`config.mk`:
```
export PLATFORM = sky130hd
export DESIGN_NAME = grouped_resource_lock_manager_flat
export DESIGN_NICKNAME = d
export VERILOG_FILES = /design/src/grlm_pkg.sv /design/src/grlm_req_if.sv /design/src/grlm_rsp_if.sv /design/src/grlm_cfg_if.sv /design/src/grlm_dp.sv /design/src/grlm_ctrl.sv /design/src/grouped_resource_lock_manager.sv /design/src/flat_wrapper.sv
export SDC_FILE = /design/constraint.sdc
export NUM_CORES = 1
export LEC_CHECK = 0
export BUFFER_PORTS_ARGS = -buffer_cell sky130_fd_sc_hd__buf_4
export CAP_MARGIN = 30
export CORE_ASPECT_RATIO = 1.75
export CORE_MARGIN = 2
export CORE_UTILIZATION = 25
export CTS_CLUSTER_SIZE = 30
export DETAILED_ROUTE_END_ITERATION = 8
export HOLD_SLACK_MARGIN = 0.15
export PLACE_DENSITY = 0.51
export SETUP_SLACK_MARGIN = 0.5
export SLEW_MARGIN = 20
export SYNTH_ARGS = -nofsm -noshare
export SYNTH_HDL_FRONTEND = slang
export SYNTH_SLANG_ARGS = --single-unit
```
`constraint.sdc`:
```
create_clock -name i_clk -period 4.9 [get_ports i_clk]
set_clock_uncertainty 0.1 [all_clocks]
set_input_delay 0.245 -clock i_clk [delete_from_list [all_inputs] [get_ports i_clk]]
set_output_delay 0.245 -clock i_clk [all_outputs]
set_load 0.05 [all_outputs]
```
`src/grlm_pkg.sv`:
```
// ----------------------------------------------------------------------------
// grlm_pkg: shared types and constants of the grouped resource lock manager
// Operation codes, configuration register indexes and the command/status
// structs that join the controller to the datapath.
// ----------------------------------------------------------------------------
package grlm_pkg;

    localparam int OP_W       = 3;
    localparam int RES_W      = 4;
    localparam int SET_W      = 16;
    localparam int GRP_W      = 4;
    localparam int MAP_W      = 64;
    localparam int CFG_IDX_W  = 2;
    localparam int CFG_DATA_W = 64;

    typedef enum logic [OP_W-1:0] {
        OP_TAKE    = 3'd0,
        OP_RELEASE = 3'd1,
        OP_COMMIT  = 3'd2,
        OP_ABORT   = 3'd3,
        OP_QUERY   = 3'd4
    } t_op;

    typedef enum logic [CFG_IDX_W-1:0] {
        CFG_PRESENT = 2'd0,
        CFG_GROUPED = 2'd1,
        CFG_MAP     = 2'd2
    } t_cfg_idx;

    typedef enum logic [1:0] {
        ST_IDLE,
        ST_REL,
        ST_CLOSE,
        ST_DONE
    } t_state;

    // controller -> datapath
    typedef struct packed {
        logic use_idx;    // select resource by sweep index, else by request
        logic idx_clr;
        logic idx_inc;
        logic do_take;
        logic do_free;
        logic only_pend;  // free only when the selected resource is pending
        logic do_close;
        logic clr_pend;
        logic st_load;
        logic st_val;
        logic load_rsp;
    } t_dp_cmd;

    // datapath -> controller
    typedef struct packed {
        logic busy;
        logic idx_last;
    } t_dp_sts;

endpackage

```
`src/grlm_req_if.sv`:
```
// ----------------------------------------------------------------------------
// grlm_req_if: request channel
// Valid/ready channel carrying one lock operation and its resource index.
// ----------------------------------------------------------------------------
interface grlm_req_if;
    logic       valid;
    logic       ready;
    logic [2:0] operation;
    logic [3:0] resource;

    modport source (output valid, output operation, output resource, input ready);
    modport sink   (input valid, input operation, input resource, output ready);
endinterface

```
`src/grlm_rsp_if.sv`:
```
// ----------------------------------------------------------------------------
// grlm_rsp_if: response channel
// Valid/ready channel carrying status and the pending and free sets.
// ----------------------------------------------------------------------------
interface grlm_rsp_if;
    logic        valid;
    logic        ready;
    logic        status;
    logic [15:0] pending_set;
    logic [15:0] free_set;

    modport source (output valid, output status, output pending_set, output free_set,
                    input ready);
    modport sink   (input valid, input status, input pending_set, input free_set,
                    output ready);
endinterface

```
`src/grlm_cfg_if.sv`:
```
// ----------------------------------------------------------------------------
// grlm_cfg_if: configuration write channel
// Valid/ready channel carrying a register index and write data.
// ----------------------------------------------------------------------------
interface grlm_cfg_if;
    logic        valid;
    logic        ready;
    logic [1:0]  index;
    logic [63:0] data;

    modport source (output valid, output index, output data, input ready);
    modport sink   (input valid, input index, input data, output ready);
endinterface

```
`src/grlm_dp.sv`:
```
// ----------------------------------------------------------------------------
// grlm_dp: lock table datapath
// Configuration registers, free/open/pending bits, sweep index and the
// response register. One resource is updated per cycle as commanded.
// ----------------------------------------------------------------------------
module grlm_dp import grlm_pkg::*; #(
    parameter int RESOURCES = 16,
    parameter int GROUPS    = 16
) (
    input  logic                  i_clk,
    input  logic                  i_rst_n,
    input  t_dp_cmd               i_cmd,
    output t_dp_sts               o_sts,
    input  logic [RES_W-1:0]      i_resource,
    input  logic                  i_cfg_we,
    input  logic [CFG_IDX_W-1:0]  i_cfg_index,
    input  logic [CFG_DATA_W-1:0] i_cfg_data,
    output logic                  o_rsp_status,
    output logic [SET_W-1:0]      o_rsp_pending,
    output logic [SET_W-1:0]      o_rsp_free
);

    localparam int IW = $clog2(RESOURCES);

    logic [SET_W-1:0]     r_present;
    logic [SET_W-1:0]     r_grouped;
    logic [MAP_W-1:0]     r_map;
    logic [RESOURCES-1:0] r_free, n_free;
    logic [GROUPS-1:0]    r_open, n_open;
    logic [RESOURCES-1:0] r_pend, n_pend;
    logic [IW-1:0]        r_idx, n_idx;
    logic                 r_status;
    logic [SET_W-1:0]     r_rsp_pending;
    logic [SET_W-1:0]     r_rsp_free;

    logic [RESOURCES-1:0] sel_oh, gvalid, members, free_after;
    logic [GRP_W-1:0]     sel_g;
    logic [GROUPS-1:0]    g_oh;
    logic                 sel_known, sel_gvalid, sel_pend, sel_free, sel_open;
    logic                 grp_idle;

    // resource and group decode of the selected resource
    always_comb begin
        sel_g = '0;
        for (int r = 0; r < RESOURCES; r++) begin
            sel_oh[r] = i_cmd.use_idx ? (r_idx == IW'(r)) : (i_resource == RES_W'(r));
            gvalid[r] = r_present[r] && r_grouped[r]
                        && (int'(r_map[GRP_W*r +: GRP_W]) < GROUPS);
            if (sel_oh[r]) begin
                sel_g = sel_g | r_map[GRP_W*r +: GRP_W];
            end
        end
        sel_known  = |(sel_oh & r_present[RESOURCES-1:0]);
        sel_gvalid = |(sel_oh & gvalid);
        sel_pend   = |(sel_oh & r_pend);
        sel_free   = |(sel_oh & r_free);
        for (int j = 0; j < GROUPS; j++) begin
            g_oh[j] = sel_gvalid && (int'(sel_g) == j);
        end
        sel_open = |(g_oh & r_open);
        for (int r = 0; r < RESOURCES; r++) begin
            members[r] = gvalid[r] && (r_map[GRP_W*r +: GRP_W] == sel_g);
        end
        free_after = r_free | sel_oh;
        grp_idle   = (members & ~free_after) == '0;
    end

    assign o_sts.busy     = sel_known && (!sel_free || (sel_gvalid && !sel_open));
    assign o_sts.idx_last = (r_idx == IW'(RESOURCES - 1));

    always_comb begin
        n_free = r_free;
        n_open = r_open;
        n_pend = r_pend;
        if (i_cmd.do_take && sel_known) begin
            n_free = r_free & ~sel_oh;
            n_pend = r_pend | sel_oh;
        end
        if (i_cmd.do_free && sel_known && (!i_cmd.only_pend || sel_pend)) begin
            n_free = free_after;
            // group reopens once its last taken member is freed
            if (sel_gvalid && grp_idle) begin
                n_open = r_open | g_oh;
            end
        end
        if (i_cmd.do_close && sel_pend && sel_gvalid) begin
            n_open = r_open & ~g_oh;
        end
        if (i_cmd.clr_pend) begin
            n_pend = '0;
        end
        if (i_cmd.idx_clr) begin
            n_idx = '0;
        end else if (i_cmd.idx_inc) begin
            n_idx = r_idx + IW'(1);
        end else begin
            n_idx = r_idx;
        end
    end

    always_ff @(posedge i_clk) begin
        if (!i_rst_n) begin
            r_present <= '0;
            r_grouped <= '0;
            r_map     <= '0;
            r_free    <= '1;
            r_open    <= '1;
            r_pend    <= '0;
            r_idx     <= '0;
        end else begin
            r_free <= n_free;
            r_open <= n_open;
            r_pend <= n_pend;
            r_idx  <= n_idx;
            if (i_cfg_we) begin
                unique case (i_cfg_index)
                    CFG_PRESENT: r_present <= i_cfg_data[SET_W-1:0];
                    CFG_GROUPED: r_grouped <= i_cfg_data[SET_W-1:0];
                    CFG_MAP:     r_map     <= i_cfg_data[MAP_W-1:0];
                    default:     ;
                endcase
            end
        end
    end

    always_ff @(posedge i_clk) begin
        if (i_cmd.st_load) begin
            r_status <= i_cmd.st_val;
        end
        if (i_cmd.load_rsp) begin
            r_rsp_pending <= SET_W'(r_pend);
            r_rsp_free    <= SET_W'(r_free);
        end
    end

    logic r_rsp_status;
    always_ff @(posedge i_clk) begin
        if (i_cmd.load_rsp) begin
            r_rsp_status <= r_status;
        end
    end

    assign o_rsp_status  = r_rsp_status;
    assign o_rsp_pending = r_rsp_pending;
    assign o_rsp_free    = r_rsp_free;

endmodule

```
`src/grlm_ctrl.sv`:
```
// ----------------------------------------------------------------------------
// grlm_ctrl: lock manager controller
// Decodes a request, runs the rollback and commit sweeps and hands the
// response to the output register.
// ----------------------------------------------------------------------------
module grlm_ctrl import grlm_pkg::*; (
    input  logic            i_clk,
    input  logic            i_rst_n,
    input  logic            i_req_valid,
    input  logic [OP_W-1:0] i_op,
    output logic            o_req_ready,
    input  logic            i_rsp_ready,
    output logic            o_rsp_valid,
    input  t_dp_sts         i_sts,
    output t_dp_cmd         o_cmd
);

    t_state r_state, n_state;
    logic   r_rsp_valid, n_rsp_valid;

    always_ff @(posedge i_clk) begin
        if (!i_rst_n) begin
            r_state     <= ST_IDLE;
            r_rsp_valid <= 1'b0;
        end else begin
            r_state     <= n_state;
            r_rsp_valid <= n_rsp_valid;
        end
    end

    always_comb begin
        n_state     = r_state;
        n_rsp_valid = r_rsp_valid && !i_rsp_ready;
        o_cmd       = '0;
        unique case (r_state)
            ST_IDLE: begin
                if (i_req_valid) begin
                    o_cmd.st_load = 1'b1;
                    unique case (i_op)
                        OP_TAKE: begin
                            if (i_sts.busy) begin
                                // rejected: roll back the transaction
                                o_cmd.st_val  = 1'b1;
                                o_cmd.idx_clr = 1'b1;
                                n_state       = ST_REL;
                            end else begin
                                o_cmd.do_take = 1'b1;
                                n_state       = ST_DONE;
                            end
                        end
                        OP_RELEASE: begin
                            o_cmd.do_free = 1'b1;
                            n_state       = ST_DONE;
                        end
                        OP_COMMIT: begin
                            o_cmd.idx_clr = 1'b1;
                            n_state       = ST_CLOSE;
                        end
                        OP_ABORT: begin
                            o_cmd.idx_clr = 1'b1;
                            n_state       = ST_REL;
                        end
                        default: begin
                            n_state = ST_DONE;
                        end
                    endcase
                end
            end
            ST_REL: begin
                o_cmd.use_idx   = 1'b1;
                o_cmd.do_free   = 1'b1;
                o_cmd.only_pend = 1'b1;
                if (i_sts.idx_last) begin
                    o_cmd.clr_pend = 1'b1;
                    n_state        = ST_DONE;
                end else begin
                    o_cmd.idx_inc = 1'b1;
                end
            end
            ST_CLOSE: begin
                o_cmd.use_idx  = 1'b1;
                o_cmd.do_close = 1'b1;
                if (i_sts.idx_last) begin
                    o_cmd.clr_pend = 1'b1;
                    n_state        = ST_DONE;
                end else begin
                    o_cmd.idx_inc = 1'b1;
                end
            end
            ST_DONE: begin
                if (!r_rsp_valid || i_rsp_ready) begin
                    o_cmd.load_rsp = 1'b1;
                    n_rsp_valid    = 1'b1;
                    n_state        = ST_IDLE;
                end
            end
            default: begin
                n_state = ST_IDLE;
            end
        endcase
    end

    assign o_req_ready = (r_state == ST_IDLE);
    assign o_rsp_valid = r_rsp_valid;

endmodule

```
`src/grouped_resource_lock_manager.sv`:
```
// ----------------------------------------------------------------------------
// grouped_resource_lock_manager: lock table with grouped resources
// Top level: request, response and configuration channels around the
// controller and the lock table datapath.
// ----------------------------------------------------------------------------
// Each request is one of take, release, commit, abort or query and yields
// exactly one response carrying status (1 = take rejected as busy, the open
// transaction rolled back) and the pending and free sets after the request.
// Take, release and query go from accept straight to the done state, which
// loads the response register; commit, abort and a rejected take first sweep
// the lock table one resource per cycle. The next request is accepted in the
// cycle after the response is loaded, while that response may still wait on
// the output register. Configuration writes are always accepted and must only
// be issued while the block is idle; writes to an index beyond the register
// list are ignored.
// ----------------------------------------------------------------------------
module grouped_resource_lock_manager import grlm_pkg::*; #(
    parameter int RESOURCES = 16,
    parameter int GROUPS    = 16
) (
    input  logic           i_clk,
    input  logic           i_rst_n,
    grlm_req_if.sink       i_req,
    grlm_rsp_if.source     o_rsp,
    grlm_cfg_if.sink       i_cfg
);

    t_dp_cmd cmd;
    t_dp_sts sts;
    logic    req_ready;
    logic    rsp_valid;

    // configuration registers take a write in any cycle
    assign i_cfg.ready = 1'b1;

    grlm_ctrl u_ctrl (
        .i_clk       (i_clk),
        .i_rst_n     (i_rst_n),
        .i_req_valid (i_req.valid),
        .i_op        (i_req.operation),
        .o_req_ready (req_ready),
        .i_rsp_ready (o_rsp.ready),
        .o_rsp_valid (rsp_valid),
        .i_sts       (sts),
        .o_cmd       (cmd)
    );

    grlm_dp #(
        .RESOURCES (RESOURCES),
        .GROUPS    (GROUPS)
    ) u_dp (
        .i_clk         (i_clk),
        .i_rst_n       (i_rst_n),
        .i_cmd         (cmd),
        .o_sts         (sts),
        .i_resource    (i_req.resource),
        .i_cfg_we      (i_cfg.valid),
        .i_cfg_index   (i_cfg.index),
        .i_cfg_data    (i_cfg.data),
        .o_rsp_status  (o_rsp.status),
        .o_rsp_pending (o_rsp.pending_set),
        .o_rsp_free    (o_rsp.free_set)
    );

    assign i_req.ready = req_ready;
    assign o_rsp.valid = rsp_valid;

`ifndef SYNTH
    // one request at a time: ready drops after an accept
    a_one_in_flight: assert property (@(posedge i_clk) disable iff (!i_rst_n)
        i_req.valid && i_req.ready |=> !i_req.ready)
        else $error("request accepted while another is in progress");

    // a rollback always leaves an empty pending set
    a_busy_clears_pending: assert property (@(posedge i_clk) disable iff (!i_rst_n)
        o_rsp.valid && o_rsp.status |-> o_rsp.pending_set == '0)
        else $error("busy response with pending resources");

    // no response straight out of reset
    a_reset_no_rsp: assert property (@(posedge i_clk)
        $past(!i_rst_n) |-> !o_rsp.valid)
        else $error("response valid after reset");
`endif

endmodule
```
`src/flat_wrapper.sv`:
```
// flat-port wrapper written by rule: the top's interface ports become plain ports
module grouped_resource_lock_manager_flat import grlm_pkg::*;
#(
    parameter int RESOURCES = 16,
    parameter int GROUPS    = 16
)
  (i_clk, i_rst_n, i_req_valid, i_req_operation, i_req_resource, i_req_ready, o_rsp_valid, o_rsp_status, o_rsp_pending_set, o_rsp_free_set, o_rsp_ready, i_cfg_valid, i_cfg_index, i_cfg_data, i_cfg_ready);
  grlm_req_if i_req_i ();
  grlm_rsp_if o_rsp_i ();
  grlm_cfg_if i_cfg_i ();
  input  logic i_clk;
  input  logic i_rst_n;
  input wire logic [$bits(i_req_i.valid)-1:0] i_req_valid;
  input wire logic [$bits(i_req_i.operation)-1:0] i_req_operation;
  input wire logic [$bits(i_req_i.resource)-1:0] i_req_resource;
  output wire logic [$bits(i_req_i.ready)-1:0] i_req_ready;
  output wire logic [$bits(o_rsp_i.valid)-1:0] o_rsp_valid;
  output wire logic [$bits(o_rsp_i.status)-1:0] o_rsp_status;
  output wire logic [$bits(o_rsp_i.pending_set)-1:0] o_rsp_pending_set;
  output wire logic [$bits(o_rsp_i.free_set)-1:0] o_rsp_free_set;
  input wire logic [$bits(o_rsp_i.ready)-1:0] o_rsp_ready;
  input wire logic [$bits(i_cfg_i.valid)-1:0] i_cfg_valid;
  input wire logic [$bits(i_cfg_i.index)-1:0] i_cfg_index;
  input wire logic [$bits(i_cfg_i.data)-1:0] i_cfg_data;
  output wire logic [$bits(i_cfg_i.ready)-1:0] i_cfg_ready;
  assign i_req_i.valid = i_req_valid;
  assign i_req_i.operation = i_req_operation;
  assign i_req_i.resource = i_req_resource;
  assign i_req_ready = i_req_i.ready;
  assign o_rsp_valid = o_rsp_i.valid;
  assign o_rsp_status = o_rsp_i.status;
  assign o_rsp_pending_set = o_rsp_i.pending_set;
  assign o_rsp_free_set = o_rsp_i.free_set;
  assign o_rsp_i.ready = o_rsp_ready;
  assign i_cfg_i.valid = i_cfg_valid;
  assign i_cfg_i.index = i_cfg_index;
  assign i_cfg_i.data = i_cfg_data;
  assign i_cfg_ready = i_cfg_i.ready;
  grouped_resource_lock_manager #(.RESOURCES(RESOURCES), .GROUPS(GROUPS)) u_core (.i_clk(i_clk), .i_rst_n(i_rst_n), .i_req(i_req_i), .o_rsp(o_rsp_i), .i_cfg(i_cfg_i));
endmodule
```
==> results <==
- The worst max-slew margin expressed relative to the limit is 27.1%.
- The global routing usage summed across all routing layers is 21.1%.
- Including well taps, the total number of placed cells is roughly 1.8k.
- The number of clock sinks is 185.
- Clock latency on the worst-skew pair, taken at its later pin, is 0.47 ns.
- Summed over all cells, the static leakage comes to 4.52 nW.
- Routability-driven placement finished with a final weighted congestion of just over 1.
- The portion of the post-synthesis area used by sequential elements is between 40 and 50%.
- The number of failing hold endpoints at the final stage is 0.
- Once placement finished, the instance area stood at about 11000 µm².
- Synthesis instantiated 88 different standard cells from the library.
- Across the run, the number of max-cap violations was 0.
- The area of the core is 38400 µm².
- The routed layout has about 10k vias.
- After synthesis, the most frequently instantiated cells are nand2_1, dfxtp_1, a21oi_1, xnor2_1, o21ai_0.
- Of the cells placed in the final design, the portion with a size suffix greater than 1 is between 20% and 30%.
- The start point of the critical path is u_core.u_ctrl.r_state[0].
- After global routing the overflow that remains totals 0.
- Counting the buffers created by CTS gives 17.
- The launch point of the worst reg-to-reg path is u_core.u_ctrl.r_state[0].
- The biggest area consumer among synthesized cells is dfxtp_1.
- The power density over cell area is ~340 nW/µm².
- After detailed routing, the number of vias per cell comes to 5.39.
- The deepest level of the CTS H-tree is 4.
- The width of the die is 153 µm.
- After synthesis, the cell types taking the most area are dfxtp_1, edfxtp_1, nand2_1.
- Yosys instantiated no cell more often than nand2_1.
- The worst-case IR drop observed on VDD is 0.271 mV.
- The die covers 40700 µm².
- The element type at the critical path start is a flop.
- After detailed routing, the average wire length per cell comes to about 23 µm.
- From synthesis to final layout, the design area changed by 32.8%.
- The first global-routing pass estimated 63.6 mm of wire.
- Entering global routing, the biggest net connects 69 pins.
- The initial antenna violation count is 1.
- Counting cells, the worst reg-to-reg path comes to 16.
- The primary flip-flop cell chosen by synthesis mapping is dfxtp_1.
- For the worst setup path, the data required time is 5.16 ns.
- The worst path arrival time is 4.51 ns.
- The count of buffers from port buffering is 112.
- In the global route stage, met2 resource usage came out at 38.9%.
- The highest clock frequency the design can meet is 0.235 GHz.
- After clock tree synthesis, the clock-pin slew on the worst setup and hold paths is 0.07 ns.
- After the first detailed-routing iteration, the DRC count stood at 894.
- Summing all non-filler instances in the final layout gives an area of between 10000 and 15000 µm².
- The first TritonRoute pass finished after 7 iterations.
- The longest clock path from root to sink contains 2 buffers.
- The worst-path cell with the longest stage delay is or4_1.
- Of all nets on the critical path, the largest fanout is 27.
- After detailed routing, the total wire length is ~43 mm.
- The global routing usage on met3 is between 3 and 4%.
- The cell with the most instances on the worst path is buf_12.
- Once detail routing completed, the nets flagged for antenna violations numbered 0.
- The start-to-end type of the worst setup path is reg -> reg.
- The global routing met1 resource utilization is 20.9%.
- Once the floorplan was initialized, standard cells occupied about a quarter of the core.
- The period utilization is 86.8%.
- The setup TNS after final layout is 0 ns.
- The worst-case register-to-register setup slack is 0.65 ns.
- Traced cell by cell, the critical path runs through inv_1 > ha_4 > buf_12 > nand3b_2 > nor2_1 > a2111o_1 > a2111o_1 > nor2_2 > buf_12 > a211oi_1 > or4_1 > o31a_1 > o211ai_2 > buf_12 > nor2_1 > o21a_1.
- The largest single stage delay on the critical path is between 0.5 and 0.6 ns.
- Setup violations remaining at the end of the flow were counted as 0.
- 114 I/O pins were placed.
- At the pin with the least slew margin, the transition time is 1.09 ns.
- The height of the chip is 265 µm.
- The terminus of the critical flop-to-flop path is u_core.u_dp.r_pend[1].
- The wire-length estimate of the detail-placed layout is 33.8 mm.
- The flow ran to the end, and the final reports show no timing, DRC or antenna violations.
- The via count of the first global-routing pass came to 9918.
- In this run, synthesis produced a sequential element count of 185.
- The number of DRC violations after detailed routing is 0.
- The gate count after technology mapping is 1176.
- The max-slew violation count came to 0.
- The type of element capturing the critical path is a flop.
- The Yosys step of the flow raised 0 warnings.
- The filler cells instantiated in the layout total just over 4k.
- The clock tree from TritonCTS is yes.
- The root buffer selected by CTS is clkbuf_16.
- The power after layout is 4.42 mW.
- The path class of the lowest-slack min-delay path is in -> reg.
- 0 antenna diodes ended up in the layout.
- The share of flip-flops with an asynchronous set or reset is 0%.
- Setup repair after global routing could not meet its margin everywhere.
- Counting every net in the synthesized netlist gives between 1k and 1.5k.
- Yosys mapped a number of flops with a built-in enable equal to 34.
- The post-layout net count is 1471.
- met2 is the most crowded layer.
- The final non-filler cell total is 1884.
- The critical path ends at u_core.u_dp.r_pend[1].
- The mean instance size in the synthesized netlist is 8.30 µm².
- The synthesized design devotes to its leading area cell type approximately 31% of total area.
- The synthesized netlist occupies a cell area of 9760 µm².
- The row count is 95.
- For the finished layout, the period the worst path requires is roughly 4.3 ns.
layout make-up:
| class | instances | area, µm² | area share, % |
|---|---|---|---|
| Timing Repair Buffer | 262 | 2220 | 17.1 |
| Clock inverter | 15 | 136 | 1.05 |
| Inverter | 28 | 105 | 0.811 |
| Multi-Input combinational cell | 892 | 5420 | 41.8 |
| Tap cell | 485 | 607 | 4.68 |
| Clock buffer | 17 | 425 | 3.28 |
| Sequential cell | 185 | 4040 | 31.2 |
timing repair:
action / 4_1_cts / 5_1_grt
endpoints found under the hold margin: 124 / 0
resized for setup: 11 / 18
hold buffers: 70 / 0
gates cloned: 1 / 0
endpoints found under the setup margin: 53 / 53
setup buffers: 6 / 7
pin swaps: 4 / 4
logic make-up (layout without fill, tap and decap cells):
logic type / after synthesis / after routing / synth area share (%)
buffers and inverters: 100 / 322 / 4.77
AOI/OAI and AO/OA: 311 / 311 / 21.5
adders and majority gates: 7 / 7 / 0.898
DFF: 185 / 185 / 41.4
muxes: 13 / 13 / 1.36
xor gates and xnor gates: 53 / 53 / 4.76
and+or+nand+nor: 506 / 507 / 25.2
other: 1 / 1 / 0.0384
metal layers:
layer	routed length, µm	vias up
li1	-	4654
met1	14900	4830
met2	22400	474
met3	2120	190
met4	4000	2
met5	13	-
where the power goes:
group	switching, mW	internal [mW]	total (mW)
logic	0.864	0.540	1.40
registers	0.0615	1.61	1.67
clock network	0.679	0.668	1.35
worst min path at each step:
stage                         startpoint                   endpoint  slack [ns]  depth (start not counted)
floorplan                 i_cfg_data[10]  u_core.u_dp.r_grouped[10]        0.28                          2
global placement    u_core.u_dp.r_status   u_core.u_dp.o_rsp_status        0.31                          0
detailed placement  u_core.u_dp.r_status   u_core.u_dp.o_rsp_status        0.31                          0
CTS                          i_req_valid       u_core.u_dp.r_status        0.17                          3
global route                 i_req_valid       u_core.u_dp.r_status        0.20                          3
finish                       i_req_valid       u_core.u_dp.r_status        0.18                          3
critical path: cells and delay by family, from the launching register on:
kind / cells / cell delay, ns
DFF: 1 / 0.37
adders and majority gates: 1 / 0.30
buffers and inverters: 4 / 0.66
AOI/OAI and AO/OA: 6 / 1.58
and+or+nand+nor: 5 / 1.09
layout by cell type (no fill, tap or decap), types with 5 or more instances in the layout:
master,synthesis,final
a211oi_1,7,6
o22ai_1,11,9
buf_12,1,6
a31o_2,10,10
clkbuf_16,0,17
nand2b_1,9,7
nand4_1,13,13
a22oi_1,14,14
dfxtp_1,151,151
nand2_1,270,270
dlygate4sd3_1,0,70
ha_1,7,6
nor3_1,45,43
o211ai_1,6,6
mux2i_1,11,11
nor2b_1,9,8
a21oi_1,114,114
nor2_1,43,41
nand3b_1,6,6
nor4_1,13,11
o221ai_1,12,11
a222oi_1,5,5
nor4b_1,6,5
nand3_1,26,26
or2_2,7,6
o21ai_0,46,46
a221o_1,7,7
a21boi_0,11,11
inv_1,27,27
xor2_1,5,5
o21a_1,15,15
and3_1,11,11
xnor2_1,48,48
edfxtp_1,34,34
buf_4,7,185
through the flow:
| step | worst slack, ns | utilization (%) | hold WS [ns] |
|---|---|---|---|
| CTS | 0.511 | 33.4 | 0.168 |
| floorplan | 0.981 | - | 0.281 |
| global placement | 0.270 | 29.7 | 0.306 |
| detailed placement | 0.146 | 29.8 | 0.313 |
| finish | 0.649 | 33.7 | 0.177 |
| global route | 0.488 | 33.7 | 0.198 |
(Power assumes the default switching activity.)
